**config.mk**
```make
export PLATFORM = sky130hd
export DESIGN_NAME = signed_binary_to_decimal_digits
export DESIGN_NICKNAME = d
export VERILOG_FILES = /design/src/sb2dd_pkg.sv /design/src/sb2dd_digit_cell.sv /design/src/signed_binary_to_decimal_digits.sv
export SDC_FILE = /design/constraint.sdc
export NUM_CORES = 1
export LEC_CHECK = 0
export BUFFER_PORTS_ARGS = -buffer_cell sky130_fd_sc_hd__buf_2
export CORE_ASPECT_RATIO = 0.5
export CORE_MARGIN = 10
export CORE_UTILIZATION = 28
export DETAILED_ROUTE_END_ITERATION = 6
export HOLD_SLACK_MARGIN = 0.1
export PLACE_DENSITY = 0.42
export SYNTH_ARGS = -nofsm -noshare
export SYNTH_HDL_FRONTEND = slang
export SYNTH_HIERARCHICAL = 1
export SYNTH_SLANG_ARGS = --single-unit
```
**constraint.sdc**
```tcl
create_clock -name clk_i -period 21.5 [get_ports clk_i]
set_input_delay 1.075 -clock clk_i [delete_from_list [all_inputs] [get_ports clk_i]]
set_output_delay 1.075 -clock clk_i [all_outputs]
set_load 0.03 [all_outputs]
```
**src/sb2dd_pkg.sv**
```systemverilog
// shared constants and types for the signed binary to decimal converter
package sb2dd_pkg;

  localparam int VALUE_BITS  = 128;
  localparam int DIGIT_COUNT = 39;

  localparam int BIT_W = $clog2(VALUE_BITS);
  localparam int REM_W = $clog2(DIGIT_COUNT + 1);

  localparam logic [BIT_W-1:0] BIT_CNT_INIT = BIT_W'(VALUE_BITS - 1);
  localparam logic [REM_W-1:0] REM_FULL     = REM_W'(DIGIT_COUNT);
  localparam logic [REM_W-1:0] REM_ONE      = REM_W'(1);

  localparam logic [3:0] DIGIT_FIVE = 4'd5;

  // per-cycle command to every digit cell
  typedef struct packed {
    logic clear;
    logic dabble;
    logic shift;
  } cell_ctrl_t;

  typedef enum logic [4:0] {
    ST_IDLE = 5'b00001,
    ST_CONV = 5'b00010,
    ST_SIGN = 5'b00100,
    ST_SKIP = 5'b01000,
    ST_EMIT = 5'b10000
  } state_e;

endpackage

```
**src/sb2dd_digit_cell.sv**
```systemverilog
// one decimal digit of the conversion chain: clear, double and add, or shift along
module sb2dd_digit_cell (
  input  logic                  clk_i,
  input  sb2dd_pkg::cell_ctrl_t ctrl_i,
  input  logic                  carry_i,
  input  logic [3:0]            digit_i,
  output logic                  carry_o,
  output logic [3:0]            digit_o
);
  import sb2dd_pkg::*;

  logic [3:0] digit_q;
  logic [3:0] digit_d;
  logic [3:0] less_five;
  logic       ge_five;

  // 2d + c >= 10 exactly when d >= 5, so the carry out never waits on the carry in
  assign ge_five   = (digit_q >= DIGIT_FIVE);
  assign less_five = digit_q - DIGIT_FIVE;
  assign carry_o   = ge_five;
  assign digit_o   = digit_q;

  always_comb begin
    digit_d = digit_q;
    if (ctrl_i.clear) begin
      digit_d = 4'd0;
    end else if (ctrl_i.dabble) begin
      digit_d = ge_five ? {less_five[2:0], carry_i} : {digit_q[2:0], carry_i};
    end else if (ctrl_i.shift) begin
      digit_d = digit_i;
    end
  end

  always_ff @(posedge clk_i) begin
    digit_q <= digit_d;
  end

endmodule

```
**src/signed_binary_to_decimal_digits.sv**
```systemverilog
// top level: signed binary value in, decimal digit words out
//
//  channel  dir  fields (low bit up)                           end marker
//  s_axis   in   tdata: value_high[63:0], value_low[127:64]     -
//  m_axis   out  tdata: digit[3:0], zero pad; tuser: is_minus   tlast: last
//
// one value goes through an accept, a double-and-add step through the digit cell
// row for each value bit, a minus sign word for a negative value, then shifts of
// the row toward the top cell that skip leading zeros and emit digits. a stalled
// output holds the conversion in its sign or digit step until the word is taken.
// reset clears control and the output valid; digit cells are cleared on accept.
module signed_binary_to_decimal_digits (
  input  logic         clk_i,
  input  logic         rst_ni,
  input  logic         s_axis_tvalid,
  output logic         s_axis_tready,
  input  logic [127:0] s_axis_tdata,  // value_high[63:0], value_low[127:64]
  output logic         m_axis_tvalid,
  input  logic         m_axis_tready,
  output logic [7:0]   m_axis_tdata,  // digit[3:0], zeros[7:4]
  output logic         m_axis_tuser,  // is_minus[0]
  output logic         m_axis_tlast
);
  import sb2dd_pkg::*;

  state_e state_q, state_d;
  logic [BIT_W-1:0]      bit_cnt_q, bit_cnt_d;
  logic [REM_W-1:0]      rem_q, rem_d;
  logic [VALUE_BITS-1:0] mag_q, mag_d;
  logic                  neg_q, neg_d;

  logic       out_valid_q, out_valid_d;
  logic [3:0] out_digit_q, out_digit_d;
  logic       out_minus_q, out_minus_d;
  logic       out_last_q, out_last_d;

  logic [127:0]          full_value;
  logic [VALUE_BITS-1:0] in_value;
  logic                  in_neg;
  logic                  in_accept;
  logic                  slot_free;

  cell_ctrl_t ctrl;
  logic [DIGIT_COUNT:0]  carry;
  logic [3:0]            digit_in  [DIGIT_COUNT];
  logic [3:0]            digit_out [DIGIT_COUNT];
  logic [3:0]            top_digit;

  assign full_value = {s_axis_tdata[63:0], s_axis_tdata[127:64]};
  assign in_value   = full_value[VALUE_BITS-1:0];
  assign in_neg     = in_value[VALUE_BITS-1];
  assign in_accept  = s_axis_tvalid && s_axis_tready;
  assign slot_free  = !out_valid_q || m_axis_tready;
  assign top_digit  = digit_out[DIGIT_COUNT-1];

  assign carry[0] = mag_q[VALUE_BITS-1];

  for (genvar k = 0; k < DIGIT_COUNT; k++) begin : g_cell
    if (k == 0) begin : g_first
      assign digit_in[k] = 4'd0;
    end else begin : g_rest
      assign digit_in[k] = digit_out[k-1];
    end
    sb2dd_digit_cell u_cell (
      .clk_i   (clk_i),
      .ctrl_i  (ctrl),
      .carry_i (carry[k]),
      .digit_i (digit_in[k]),
      .carry_o (carry[k+1]),
      .digit_o (digit_out[k])
    );
  end

  always_comb begin
    state_d     = state_q;
    bit_cnt_d   = bit_cnt_q;
    rem_d       = rem_q;
    mag_d       = mag_q;
    neg_d       = neg_q;
    out_valid_d = out_valid_q && !m_axis_tready;
    out_digit_d = out_digit_q;
    out_minus_d = out_minus_q;
    out_last_d  = out_last_q;
    ctrl        = '0;

    case (state_q)
      ST_IDLE: begin
        if (in_accept) begin
          mag_d      = in_neg ? (~in_value + 1'b1) : in_value;
          neg_d      = in_neg;
          bit_cnt_d  = BIT_CNT_INIT;
          ctrl.clear = 1'b1;
          state_d    = ST_CONV;
        end
      end
      ST_CONV: begin
        ctrl.dabble = 1'b1;
        mag_d       = {mag_q[VALUE_BITS-2:0], 1'b0};
        bit_cnt_d   = bit_cnt_q - 1'b1;
        if (bit_cnt_q == '0) begin
          rem_d   = REM_FULL;
          state_d = neg_q ? ST_SIGN : ST_SKIP;
        end
      end
      ST_SIGN: begin
        if (slot_free) begin
          out_valid_d = 1'b1;
          out_minus_d = 1'b1;
          out_digit_d = 4'd0;
          out_last_d  = 1'b0;
          state_d     = ST_SKIP;
        end
      end
      ST_SKIP: begin
        // drop leading zeros, keep at least the units digit
        if (top_digit == 4'd0 && rem_q != REM_ONE) begin
          ctrl.shift = 1'b1;
          rem_d      = rem_q - 1'b1;
        end else begin
          state_d = ST_EMIT;
        end
      end
      ST_EMIT: begin
        if (slot_free) begin
          out_valid_d = 1'b1;
          out_minus_d = 1'b0;
          out_digit_d = top_digit;
          out_last_d  = (rem_q == REM_ONE);
          if (rem_q == REM_ONE) begin
            state_d = ST_IDLE;
          end else begin
            ctrl.shift = 1'b1;
            rem_d      = rem_q - 1'b1;
          end
        end
      end
      default: begin
        state_d = ST_IDLE;
      end
    endcase
  end

  always_ff @(posedge clk_i or negedge rst_ni) begin
    if (!rst_ni) begin
      state_q     <= ST_IDLE;
      bit_cnt_q   <= '0;
      rem_q       <= '0;
      neg_q       <= 1'b0;
      out_valid_q <= 1'b0;
    end else begin
      state_q     <= state_d;
      bit_cnt_q   <= bit_cnt_d;
      rem_q       <= rem_d;
      neg_q       <= neg_d;
      out_valid_q <= out_valid_d;
    end
  end

  always_ff @(posedge clk_i) begin
    mag_q       <= mag_d;
    out_digit_q <= out_digit_d;
    out_minus_q <= out_minus_d;
    out_last_q  <= out_last_d;
  end

  assign s_axis_tready = (state_q == ST_IDLE);
  assign m_axis_tvalid = out_valid_q;
  assign m_axis_tdata  = {4'd0, out_digit_q};
  assign m_axis_tuser  = out_minus_q;
  assign m_axis_tlast  = out_last_q;

endmodule

```
Word-level counts from Yosys, hierarchy flattened
Cells that the tools add are included.

Register bits: 310. Output and inout port bits: 12. Word-level logic and storage cells: 315.

$add $sub $neg: 42. Order comparisons: 39. Eq/ne operators: 15. Mux-type cells: 152. Bitwise logic cells: 1. Reduce and logical (&&, ||, !) cells: 18.

Operators by type and width (number): two-way mux 4 bit (120); two-way mux 128 bit (2); one-hot mux 128 bit (2 select lines) (1); >= comparator 4 x 3 -> 1 bit (second input constant) (39); adder 128 x 1 -> 128 bit (second input constant) (1); inverter 128 bit (1); subtractor 3 bit (second input constant) (39); two-way mux 5 bit (6); one-hot mux 5 bit (5 select lines) (1); two-way mux 6 bit (4); one-hot mux 6 bit (3 select lines) (1); != test 2 bit (second input constant) (7); one-hot mux 7 bit (2 select lines) (1); two-way mux 1 bit (11); one-hot mux 4 bit (2 select lines) (1); logical NOT 7 bit (1); two-way mux 7 bit (1); subtractor 7 x 1 -> 7 bit (second input constant) (1); equality test 6 x 1 -> 1 bit (second input constant) (1); != test 6 x 1 -> 1 bit (second input constant) (1); one-hot mux 1 bit (2 select lines) (3); AND reduction 6 bit (1); nonzero test 2 bit (3); subtractor 6 x 1 -> 6 bit (second input constant) (1); 15 further kinds (19).

Longest topological paths before layout
Gate-level depths: netlist of run 1.

Depth after elaboration: 6. Depth in mapped cells: 10. Gate-level depth less buffers: 9.

Modules after synthesis
The synthesis of run 1 kept the hierarchy.

Modules (own cells, without submodules): sb2dd_digit_cell (instances 39, cells each 33, area each 286.5 sq um); signed_binary_to_decimal_digits (instances 1, cells each 1026, area each 9605.5 sq um).

Worst setup path before layout of run 1
No wires, ideal clock.

Kind: input to register. Start point: input m_axis_tready. End point: register rem_q[1]. Setup time: 0.767 ns. Data arrival time: 17.744 ns. Required time: 20.733 ns. Slack: 2.990 ns. Cell stages on the path: 3. Buffers on the path: 0. Cell sequence: nor2b_1 -> o32ai_1 -> a22oi_1.

Longest elaborated chain between the ends: 3.

RTL lines: from (decl) (RTL line signed_binary_to_decimal_digits.sv:19) `input logic m_axis_tready,`; logical OR 1 bit (RTL line signed_binary_to_decimal_digits.sv:53) `assign slot_free = !out_valid_q || m_axis_tready;`; != test 2 bit (no line); AND reduction 5 bit (no line); to (signal assigned) (RTL line signed_binary_to_decimal_digits.sv:153) `rem_q <= rem_d;`; to (decl) (RTL line signed_binary_to_decimal_digits.sv:28) `logic [REM_W-1:0] rem_q, rem_d;`.

Every way passes these cells. A chain may end at the register's enable or synchronous reset.

Final worst setup path of run 1
Start point: input s_axis_tdata[70]. End point: register mag_q[115] (data pin).

Longest elaborated chain between the ends: 5.

RTL lines: from (decl) (RTL line signed_binary_to_decimal_digits.sv:17) `input logic [127:0] s_axis_tdata,`; inverter 128 bit (RTL line signed_binary_to_decimal_digits.sv:89) `mag_d = in_neg ? (~in_value + 1'b1) : in_value;`; adder 128 x 1 -> 128 bit (RTL line signed_binary_to_decimal_digits.sv:89); two-way mux 128 bit (RTL line signed_binary_to_decimal_digits.sv:89); two-way mux 128 bit (RTL line signed_binary_to_decimal_digits.sv:88) `if (in_accept) begin`; one-hot mux 128 bit (2 select lines) (RTL line signed_binary_to_decimal_digits.sv:86) `case (state_q)`; named net mag_d[115] (RTL line signed_binary_to_decimal_digits.sv:29) `logic [VALUE_BITS-1:0] mag_q, mag_d;`; to (signal assigned) (RTL line signed_binary_to_decimal_digits.sv:160) `mag_q <= mag_d;`; to (decl) (RTL line signed_binary_to_decimal_digits.sv:29).

The timed path passes the listed nets, and every way through them passes these cells. The select of a mux whose other input is x is not followed.

==> qor.yml, run 1 <==
outcome:
  status: "completed"
critical_path:
  worstSetupStartpointType: "input port"
  crit_top_cell: "nand4_1"
  worstSetupPathType: "in -> reg"
  path_buf_inv: 1
  path_max_fanout: 14
  slowest_delay_ps: 780
  end_kind: "flop"
  cp_cell_sequence: "buf_2 > nor4_1 > nand4_1 > nor2_1 > nand4_1 > nor2_2 > a21oi_1 > o32a_1"
  arrival_ps: 4560
  crit_family: "simple AND/OR/NAND/NOR gates"
  cp_slowest_cell: "nand4_1"
  crit_required_ps: 21800
  critical_path.startpoint: "s_axis_tdata[70]"
  r2r_start: "state_q[3]"
logic_synthesis:
  synth_area_per_cell_um2: 8.986
  yosysWarnings: 6
  syn_area_um2: 20780
  netlist_instances: 2312
clock_network:
  cts_sinks: 310
  cts_resized: 0
  cts_buffers: 36
  holdBufCountCts: 0
  clock_path_buffers: 3
  clk_pin_slew_worst_paths_ps: 60
  post_cts.repair.setup_buffers: 0
  insertion_delay_ps: 560
  h-tree-depth: 2
  clock-root-buffer: "clkbuf_16"
  cts_tree: "done"
grt:
  antenna_found_initial: 4
  grt_use_total_pct: 12.89
  gr-total-overflow: 0
  grt_max_degree: 256
  grt_pass1_vias: 17010
  grt_pass1_wl_um: 93020
routing:
  vias: 17430
  ant_nets: 0
  wl_per_cell_um: 16.78
  drc: 0
  drt-total-wl_um: 57330
  detail_route.vias_per_cell: 5.103
  drt_iter0_drc: 1269
  firstDrtPassIters: 5
placed_design:
  dp.cells: 3349
  routabilityCongestion: 0.7790
  place_area_um2: 22350
  place_ws_ps: 16680
  hpwl_um: 37580
  portBuffers: 139
timing:
  fin_crit_ps: 4263
  hold_viol: 0
  fin_crit_sh_pct: 19.83
  max_freq_ghz: 0.2346
  holdWs_ps: 474.3
  drv_slew: 0
  slew_headroom_pct: 27.87
  worst_slack_ps: 17240
  rsz0062_at_grt: "no"
  setup_viol: 0
  fin_skew_ps: 22.07
  tightest_slew_ps: 1082
  tns_ps: 0
cells_and_area:
  instances_no_fill: 3416
  multiInputGateArea_um2: 12160
  drive_gt1_share_pct: 9.374
  utilization_pct: 32.06
  synthToLayoutAreaGrowth_pct: 13.12
  stdcell_area_um2: 23500
  register_area_um2: 7649
  design.final.nets: 2629
  fillCellCount: 7695
job:
  maxCapViolations: 0
floorplanning:
  core-area_um2: 73310
  dieArea_um2: 86160
  start_util_pct: 28.34
  rows: 70
  io_pins: 144
  die_y_um: 212.6
  die_w_um: 405.2
power_and_ir_drop:
  ir_drop_mv: 0.09036
  p_total_mw: 2.143
  p_leak_nw: 7.806
  p_per_area_nw_per_um2: 91.20
worst_hold_path:
  hold_path_class: "reg -> reg"
  min-delay-start: "bit_cnt_q[6]"
routing by layer:
layer / track usage, % / up-vias / part of all wire, % / wire (um)
met4: 2.792 / 4 / 1.8 / 1024
met1: 16.46 / 8344 / 47 / 26700
met3: 2.497 / 69 / 3.7 / 2107
met5: 0 / - / 0.045 / 26
met2: 22.38 / 196 / 48 / 27470
li1: - / 8818 / - / -
worst register-to-register path, stage by stage (launching register included):
cell and delay, ps:
dfrtp_1 420, nor3_1 240, nand3b_1 170, inv_1 110
nand2_1 210, inv_8 520, buf_4 880, buf_4 930
or3_1 310, o311ai_1 80
placed cells by master, fill, tap and decap left out, types with 78 or more instances in the layout:
master,n
a2111o_1,78
a21oi_1,93
buf_2,138
dfxtp_1,156
edfxtp_1,134
ha_1,82
inv_1,132
mux2i_1,119
nand2_1,259
nor2_1,154
o21ai_0,106
o311ai_1,79
or3_1,112
xor2_1,113
cell type report:
cell class	count	area share, %
Tap cell	972	5.175
Clock buffer	52	4.435
Timing Repair Buffer	150	3.429
Antenna cell	1	0.01065
Inverter	134	2.204
Multi-Input combinational cell	1783	51.74
Sequential cell	310	32.55
Clock inverter	14	0.4579
worst paths after layout:
check | slack [ps] | cells past startpoint | to
max | 17240 | 8 | mag_q[115]
min | 470 | 1 | bit_cnt_q[6]
max reg2reg | 17470 | 9 | g_cell[8].u_cell/digit_o[2]
min reg2reg | 470 | 1 | bit_cnt_q[6]
max in group asynchronous | 20670 | 1 | state_q[0]
min in group asynchronous | 480 | 1 | m_axis_tvalid
flip-flops by register name, summed over array words and instances (netlist names):
| name | cells |
|---|---|
| g_cell.u_cell/digit_o | 156 |
| mag_q | 128 |
| bit_cnt_q | 7 |
| rem_q | 6 |
| state_q | 5 |
| out_digit_q | 4 |
| m_axis_tlast | 1 |
| m_axis_tuser | 1 |
| m_axis_tvalid | 1 |
| neg_q | 1 |
where the power goes:
part / total (mW) / switching [mW] / internal (mW) / leakage [nW]
registers: 0.866 / 0.0604 / 0.806 / 2.73
logic: 0.655 / 0.455 / 0.200 / 4.51
clock network: 0.623 / 0.271 / 0.351 / 0.562
total: 2.14 / 0.787 / 1.36 / 7.81
Note: power is estimated with default switching activity, not from simulation.
==> run 2: changes to the inputs <==
--- a/config.mk
+++ b/config.mk
@@ -5,6 +5,7 @@
 export SDC_FILE = /design/constraint.sdc
 export NUM_CORES = 1
 export LEC_CHECK = 0
+export ABC_AREA = 1
 export BUFFER_PORTS_ARGS = -buffer_cell sky130_fd_sc_hd__buf_2
 export CORE_ASPECT_RATIO = 0.5
 export CORE_MARGIN = 10
==> constraint.sdc (replaced) <==
create_clock -name clk_i -period 4.25 [get_ports clk_i]
set_input_delay 0.2125 -clock clk_i [delete_from_list [all_inputs] [get_ports clk_i]]
set_output_delay 0.2125 -clock clk_i [all_outputs]
set_load 0.03 [all_outputs]
==> qor.yml, run 2 <==
routing:
  vias: 22600  # was 17430
  wl_per_cell_um: 16.59  # was 16.78 um
  ant_nets: 0  # unchanged
  drt-total-wl_um: 77810  # was 57330 um
  detail_route.vias_per_cell: 4.819  # was 5.103
  drc: 0  # unchanged
  drt_iter0_drc: 1786  # was 1269
  firstDrtPassIters: 6  # was 5
logic_synthesis:
  synth_common_cells: "933 x nand2_1, 490 x inv_1, 352 x nor2_1, 300 x nand3_1, 198 x o21ai_0"
  synthArstFlopShare_pct: 6.452
  synth_top_area_share_pct: 17.99
  yosysUniqueCellTypes: 48
  synthTopCellsByArea: "edfxtp_1 18%, nand2_1 16%, dfxtp_1 14%"
  yosys.area.top_type: "edfxtp_1"
  synth.ff_latch_count: 310
  yosysWarnings: 6  # unchanged
  ys.flop_type: "dfxtp_1"
  syn_area_um2: 22370  # was 20780 um^2
  ys_seq_area_share_pct: 34.20
  synth.most_common_cell: "nand2_1"
  netlist_instances: 3341  # was 2312
  synth_edf_count: 134
  synth_area_per_cell_um2: 6.694  # was 8.986 um^2
floorplanning:
  dieArea_um2: 92270  # was 86160 um^2
  start_util_pct: 28.21  # was 28.34%
  core-area_um2: 79280  # was 73310 um^2
  io_pins: 144  # unchanged
  rows: 73  # was 70
  die_y_um: 219.8  # was 212.6 um
  die_w_um: 419.7  # was 405.2 um
timing:
  hold_viol: 0  # unchanged
  tns_ps: 0  # unchanged
  slew_headroom_pct: 36.46  # was 27.87%
  rsz0062_at_grt: "no"  # unchanged
  fin_crit_ps: 3002
  max_freq_ghz: 0.3331
  drv_slew: 0  # unchanged
  fin_skew_ps: 32.87  # was 22.07 ps
  fin_crit_sh_pct: 70.63
  setup_viol: 0  # unchanged
  tightest_slew_ps: 953.0  # was 1082 ps
clock_network:
  post_cts.repair.setup_buffers: 0  # unchanged
  insertion_delay_ps: 590  # was 560 ps
  h-tree-depth: 2  # unchanged
  cts_tree: "done"  # unchanged
  cts_resized: 0  # unchanged
  clock-root-buffer: "clkbuf_16"  # unchanged
  clk_pin_slew_worst_paths_ps: 60  # about the same
  cts_buffers: 37  # was 36
  clock_path_buffers: 3  # unchanged
  cts_sinks: 310  # unchanged
  holdBufCountCts: 119  # was 0
power_and_ir_drop:
  clkPwrFrac_pct: 20.8  # was 29.1%
  internal_power_mw: 9.054  # was 1.357 mW
  p_sw_share_pct: 42.80  # was 36.70%
  p_total_mw: 15.83  # was 2.143 mW
  p_leak_nw: 11.48  # was 7.806 nW
  ir_drop_mv: 0.4748  # was 0.09036 mV
  power.share.sequential_pct: 35.1  # was 40.4%
  p_switching_mw: 6.773  # was 786.6 uW
  pwr-share-comb_pct: 44.1  # was 30.5%
  p_per_area_nw_per_um2: 591.3  # was 91.20 nW/um^2
placed_design:
  hpwl_um: 57640  # was 37580 um
  portBuffers: 139  # unchanged
  routabilityCongestion: 0.9391  # was 0.7790
critical_path:
  worstSetupStartpointType: "flop"  # was input port
  r2r_cells: 17  # was 9
  crit_required_ps: 4730  # was 21800 ps
  path_max_fanout: 50  # was 14
  end_kind: "flop"  # unchanged
  r2r-end: "g_cell[14].u_cell/digit_o[3]"  # was g_cell[8].u_cell/digit_o[2]
  r2r_start: "bit_cnt_q[0]"  # was state_q[3]
  r2r_slack_ps: 1250  # was 17470 ps
  arrival_ps: 3480  # was 4560 ps
  worstSetupPathType: "reg -> reg"  # was in -> reg
cells_and_area:
  utilization_pct: 33.76  # was 32.06%
  largest_register_ffs: 156  # unchanged
  fillCellCount: 8678  # was 7695
  synthToLayoutAreaGrowth_pct: 19.69  # was 13.12%
  register_area_um2: 7649  # unchanged
  design.final.nets: 3822  # was 2629
  layout_commonest_cell: "nand2_1"  # unchanged
  mostFrequentLayoutCells: "932 x nand2_1, 488 x inv_1, 351 x nor2_1"  # was 259 x nand2_1, 156 x dfxtp_1, 154 x nor2_1
  multiInputGateArea_um2: 12670  # was 12160 um^2
  drive_gt1_share_pct: 9.513  # was 9.374%
grt:
  grt_use_total_pct: 16.35  # was 12.89%
  grt_pass1_vias: 21960  # was 17010
  antenna_found_initial: 3  # was 4
  grt_max_degree: 115  # was 256
  grt_pass1_wl_um: 121900  # was 93020 um
  gr-total-overflow: 0  # unchanged
outcome:
  status: "completed"  # unchanged
worst_hold_path:
  hold_path_class: "in -> async"  # was reg -> reg
job:
  maxCapViolations: 0  # unchanged
==> run 2: worst max-delay path by stage <==
stage / startpoint / to / slack, ps / cells after the start
floorplan: bit_cnt_q[0] / g_cell[0].u_cell/digit_o[2] / 130 / 16
global placement: bit_cnt_q[0] / g_cell[36].u_cell/digit_o[3] / 1300 / 17
detailed placement: bit_cnt_q[0] / g_cell[10].u_cell/digit_o[3] / 1250 / 17
CTS: bit_cnt_q[0] / g_cell[14].u_cell/digit_o[3] / 1180 / 17
global route: bit_cnt_q[0] / g_cell[15].u_cell/digit_o[3] / 810 / 17
finish: bit_cnt_q[0] / g_cell[14].u_cell/digit_o[3] / 1250 / 17
==> run 2: layout make-up <==
type	count	area share, %
clock inverters	16	0.6030
multi-input cells	2494	47.34
repair buffers	272	7.684
diodes	3	0.02805
flip-flops and latches	310	28.57
clock buffers	52	3.903
well taps	1050	4.908
inverters	493	6.955
==> run 2: per-stage QoR <==
stage	area, um^2	setup slack, ps	hold slack (ps)	instances
after floorplan	22400	130.3	-83.09	3348
after global placement	24360	1303	216.3	4500
after detailed placement	24360	1246	213.6	4500
after CTS	26760	1180	101.3	4687
after global routing	26770	811.9	150.5	4690
final	26770	1248	127.4	4690
==> run 2: logic make-up (layout without fill, tap and decap cells) <==
kind of cell	Yosys count	after routing	share of synthesized area, %
buffers and inverters	544	833	9.415
AND/OR/NAND/NOR	1871	1871	37.08
adder cells (fa/ha/maj)	82	82	4.587
other	1	11	0.01677
XOR/XNOR	34	34	1.331
AO/OA/AOI/OAI	499	499	13.37
flip-flops	310	310	34.20
==> run 2: power by group through the flow <==
stage	combinational [mW]	clock, mW	sequential (mW)
after floorplan	5.34	0	5.40
after global placement	6.84	0	5.64
after detailed placement	6.92	0	5.62
after CTS	7.05	3.43	5.58
after global routing	8.09	3.53	5.74
final	6.98	3.29	5.56
==> run 2: worst max-delay path: stages (launching register included) <==
cell and delay, ps:
dfrtp_1 360, inv_1 100, ha_1 150, inv_1 50, nor2_1 120, nand2_1 90, nor2_2 100, nand2_1 70
nor2_1 110, nor2_1 70, nor2_1 140, nand2_1 300, nor2_4 250, buf_4 480, nor2_1 110, inv_1 90
o21ai_0 80, nor3_1 180
==> run 2: layer usage <==
layer	vias to the layer above	part of all wire (%)	track usage (%)	wire [um]
met5	-	0	0	0
met4	0	2.6	4.578	2039
met3	97	4.0	2.202	3111
met2	426	45	27.47	35390
met1	10510	48	21.87	37270
li1	11570	-	-	-
